**src/sv/windowed_sram_bus_slave_assert.svh**
```systemverilog
// Assertion macros for the windowed SRAM bus slave.
`ifndef WINDOWED_SRAM_BUS_SLAVE_ASSERT_SVH
`define WINDOWED_SRAM_BUS_SLAVE_ASSERT_SVH

`ifndef NO_ASSERTIONS

`define WSBS_ASSERT(label, clk, rst_n, prop, msg) \
    label: assert property (@(posedge clk) disable iff (!rst_n) prop) else $error(msg);

`define WSBS_ASSERT_NEVER(label, clk, rst_n, cond, msg) \
    label: assert property (@(posedge clk) disable iff (!rst_n) !(cond)) else $error(msg);

`else

`define WSBS_ASSERT(label, clk, rst_n, prop, msg)

`define WSBS_ASSERT_NEVER(label, clk, rst_n, cond, msg)

`endif

`endif

```
**src/sv/wsbs_range.sv**
```systemverilog
// Shared range unit: offset of an address from a base and its bound check.
module wsbs_range (
    input  logic [31:0] addr,
    input  logic [31:0] base,
    input  logic [31:0] limit,
    output logic        hit,
    output logic [31:0] diff
);
    logic [32:0] delta;

    assign delta = {1'b0, addr} - {1'b0, base};
    assign diff  = delta[31:0];
    assign hit   = !delta[32] && (delta[31:0] < limit);

endmodule

```
**config.mk**
```make
export PLATFORM = sky130hd
export DESIGN_NAME = wsbs_range
export DESIGN_NICKNAME = d
export VERILOG_FILES = /design/src/sv/windowed_sram_bus_slave_assert.svh /design/src/sv/wsbs_range.sv
export SDC_FILE = /design/constraint.sdc
export NUM_CORES = 1
export LEC_CHECK = 0
export BUFFER_PORTS_ARGS = -buffer_cell sky130_fd_sc_hd__buf_2
export CAP_MARGIN = 20
export CORE_UTILIZATION = 25
export DETAILED_ROUTE_END_ITERATION = 6
export SYNTH_ARGS = -nofsm -noshare
export SYNTH_HDL_FRONTEND = slang
export SYNTH_SLANG_ARGS = --single-unit
```
**constraint.sdc**
```tcl
create_clock -name vclk -period 10.9
set_input_delay 1.09 -clock vclk [all_inputs]
set_output_delay 1.09 -clock vclk [all_outputs]
set_load 0.02 [all_outputs]
```
==> parameters.txt <==
Parameter                              Value

Critical path
  Launching element type of the critical path    primary input
  Worst setup EP type    output pin
  Largest fanout on the critical path    6
  Cell occurring most often along the worst timing path    sky130_fd_sc_hd__a21o_1
  Arrival time of data at the critical path endpoint    4.92 ns
  Required time of the critical path    9.81 ns
  CP cell instances    buf_2 > ha_1 > a21o_1 > a21o_1 > a2111oi_2 > nor2_1 > a311o_1 > a211oi_1 > ha_1 > a21o_1 > a21o_1 > a221oi_1 > nand3_1 > a211oi_2 > buf_2
  Kind of critical path    primary input to output pin
  Stage delay of the slowest cell on the critical path    0.44 ns
  Slowest CP cell    sky130_fd_sc_hd__a2111oi_2

Routing
  Wirelength, routed    9.53 mm
  Drc violations    0
  Routed length on met1    4.42 mm
  Met2 wirelength from detailed routing    4.55 mm
  Routed wire per std cell    14.2 um
  Routed length on met3    441 um
  Highest metal layer with signal wires    met4
  Number of vias per cell    5.00
  First DRT Iteration DRCs    226
  Total number of vias    3360
  Number of iterations in the first detailed-routing pass    4
  Post-DRT Antenna Nets    0

Floorplanning
  Count of standard-cell rows    38
  Core box area    11000 um^2
  Height of the die    109 um
  Die outline width    109 um
  Starting utilization of the core area    0.261
  Number of top-level pins    129
  Die Footprint    12000 um^2

Min path
  Class of the worst hold path    primary input to output pin

Timing
  Min Tclk post-route    6.01 ns
  Post-route fraction of the period consumed by the critical path    0.551
  Setup violators final    0
  Slew Limit Headroom    0.634
  Final total negative setup slack    0 ns
  Max Transition Viols Final    0
  Fmax    166 MHz
  Measured slew at the worst slew-check pin    0.541 ns
  Setup repair after global routing missed its margin    no
  Count of endpoints failing hold in the final timing report    0

Clock network
  Post-CTS Hold Buffers    0
  Setup repair bufs after CTS    0
  Cts repair resizes    0

Power and ir drop
  Power density relative to cell area    78.5 nW/um^2
  Worst IR drop on VDD    27.6 uV
  Cell leakage power    2.03 nW

Synth
  Combined area of all synthesized cells    2880 um^2
  Unique cell type count in the Yosys netlist    58
  Post-synthesis sequential area ratio    0
  Most used standard cells in the synthesized netlist    69 x sky130_fd_sc_hd__inv_1, 63 x sky130_fd_sc_hd__ha_1, 34 x sky130_fd_sc_hd__a21oi_1, 29 x sky130_fd_sc_hd__nand2_1, 24 x sky130_fd_sc_hd__o21ai_0
  Yosys Warn Count    0
  Biggest area contributors in the synthesized netlist    sky130_fd_sc_hd__ha_1 27%, sky130_fd_sc_hd__inv_1 9.0%, sky130_fd_sc_hd__a21oi_1 5.9%
  Number of nets in the synthesized netlist    576
  Proportion of netlist area held by the largest area contributor    0.274
  Library cell with the highest instance count after synthesis    sky130_fd_sc_hd__inv_1
  Synthesized netlist cell count    416
  Synth Area per Inst    6.92 um^2
  Cell accounting for the most synthesized area    sky130_fd_sc_hd__ha_1

Run status
  Status    completed

Place
  I/O Buffers    129
  Final RePlAce weighted congestion    0.898
  Placed instance count    672
  Post-DP HPWL    8.57 mm

GRT
  Maximum number of pins on one net before global-route repair    13
  Total grt overflow    0
  All-Layer GR Usage    0.151
  First-pass GRT wire length    14.6 mm
  Number of antenna violations at the first check in global routing    0
  Via count of the first global-routing pass    3186

Job
  Max-cap check violation count    0

Finish
  CLK BUF    0
  Fraction of layout instances using a drive strength above 1    0.271
  Non-filler cells in the finished layout    672
  Count of inserted antenna diode cells    0
  Net total in the final layout    694
  Core occupancy in the finished layout    0.329
  Register Area    0 um^2
  Area added between synthesis and finish    26.0%
  Count of sequential standard cells    0
  Final-layout fill cell count    1209
[routing by layer]
| layer | global-route usage | up-vias |
|---|---|---|
| li1 | - | 1747 |
| met1 | 0.203 | 1504 |
| met2 | 0.272 | 101 |
| met3 | 0.00593 | 8 |
| met4 | 0.0190 | 0 |
| met5 | 0 | - |
[logic make-up (layout without fill, tap and decap cells)]
family | Yosys count | count (layout) | share of synthesized area
AO/OA/AOI/OAI | 139 | 139 | 0.331
XOR/XNOR | 24 | 24 | 0.0730
adder cells (fa/ha/maj) | 64 | 64 | 0.281
buffers and inverters | 82 | 198 | 0.115
multiplexers | 4 | 4 | 0.0148
AND/OR/NAND/NOR | 103 | 103 | 0.185
[report_power, final]
part	switching, mW	leakage [nW]	total (mW)	internal, mW
clock network	0	0	0	0
logic	0.174	2.03	0.285	0.111
registers	0	0	0	0
total	0.174	2.03	0.285	0.111
[through the flow]
stage,hold slack (ns),power (mW),setup slack [ns],instance area (um^2)
final,2.58,0.285,4.89,3630
after global routing,2.61,0.314,4.59,3630
after CTS,2.58,0.285,4.92,3630
after detailed placement,2.57,0.284,4.93,3630
after global placement,2.57,0.280,5.04,3630
after floorplan,2.38,0.195,5.01,2880
[layout by cell type, fill, tap and decap left out, drive strengths merged, types with 7 or more instances in the layout]
| cell type | synthesis | routed |
|---|---|---|
| o21a | 7 | 7 |
| nand3 | 8 | 8 |
| o211ai | 7 | 7 |
| a211oi | 10 | 10 |
| o21ai | 24 | 24 |
| inv | 69 | 69 |
| nor2 | 18 | 18 |
| ha | 63 | 63 |
| a21o | 19 | 19 |
| a21oi | 34 | 34 |
| nand4 | 14 | 14 |
| xnor2 | 12 | 12 |
| buf | 7 | 129 |
| xor2 | 12 | 12 |
| nor3 | 7 | 7 |
| nand2 | 29 | 29 |
[worst paths after layout]
path	start	to	slack, ns	cells after the start
worst max-delay path	addr[20]	hit	4.89	15
worst min-delay path	base[0]	diff[0]	2.58	4
[area by class of cell]
| type | instances | area, um^2 | area share |
|---|---|---|---|
| Tap cell | 140 | 175 | 0.0483 |
| Timing Repair Buffer | 129 | 646 | 0.178 |
| Multi-Input combinational cell | 334 | 2550 | 0.702 |
| Inverter | 69 | 259 | 0.0714 |
[critical path: cells and delay by family]
family / cells / cell delay (ns)
AOI/OAI and AO/OA: 9 / 2.51
adders and majority gates: 2 / 0.70
buffers and inverters: 2 / 0.30
and+or+nand+nor: 2 / 0.29
No activity file was read; power rests on OpenSTA's default activity.
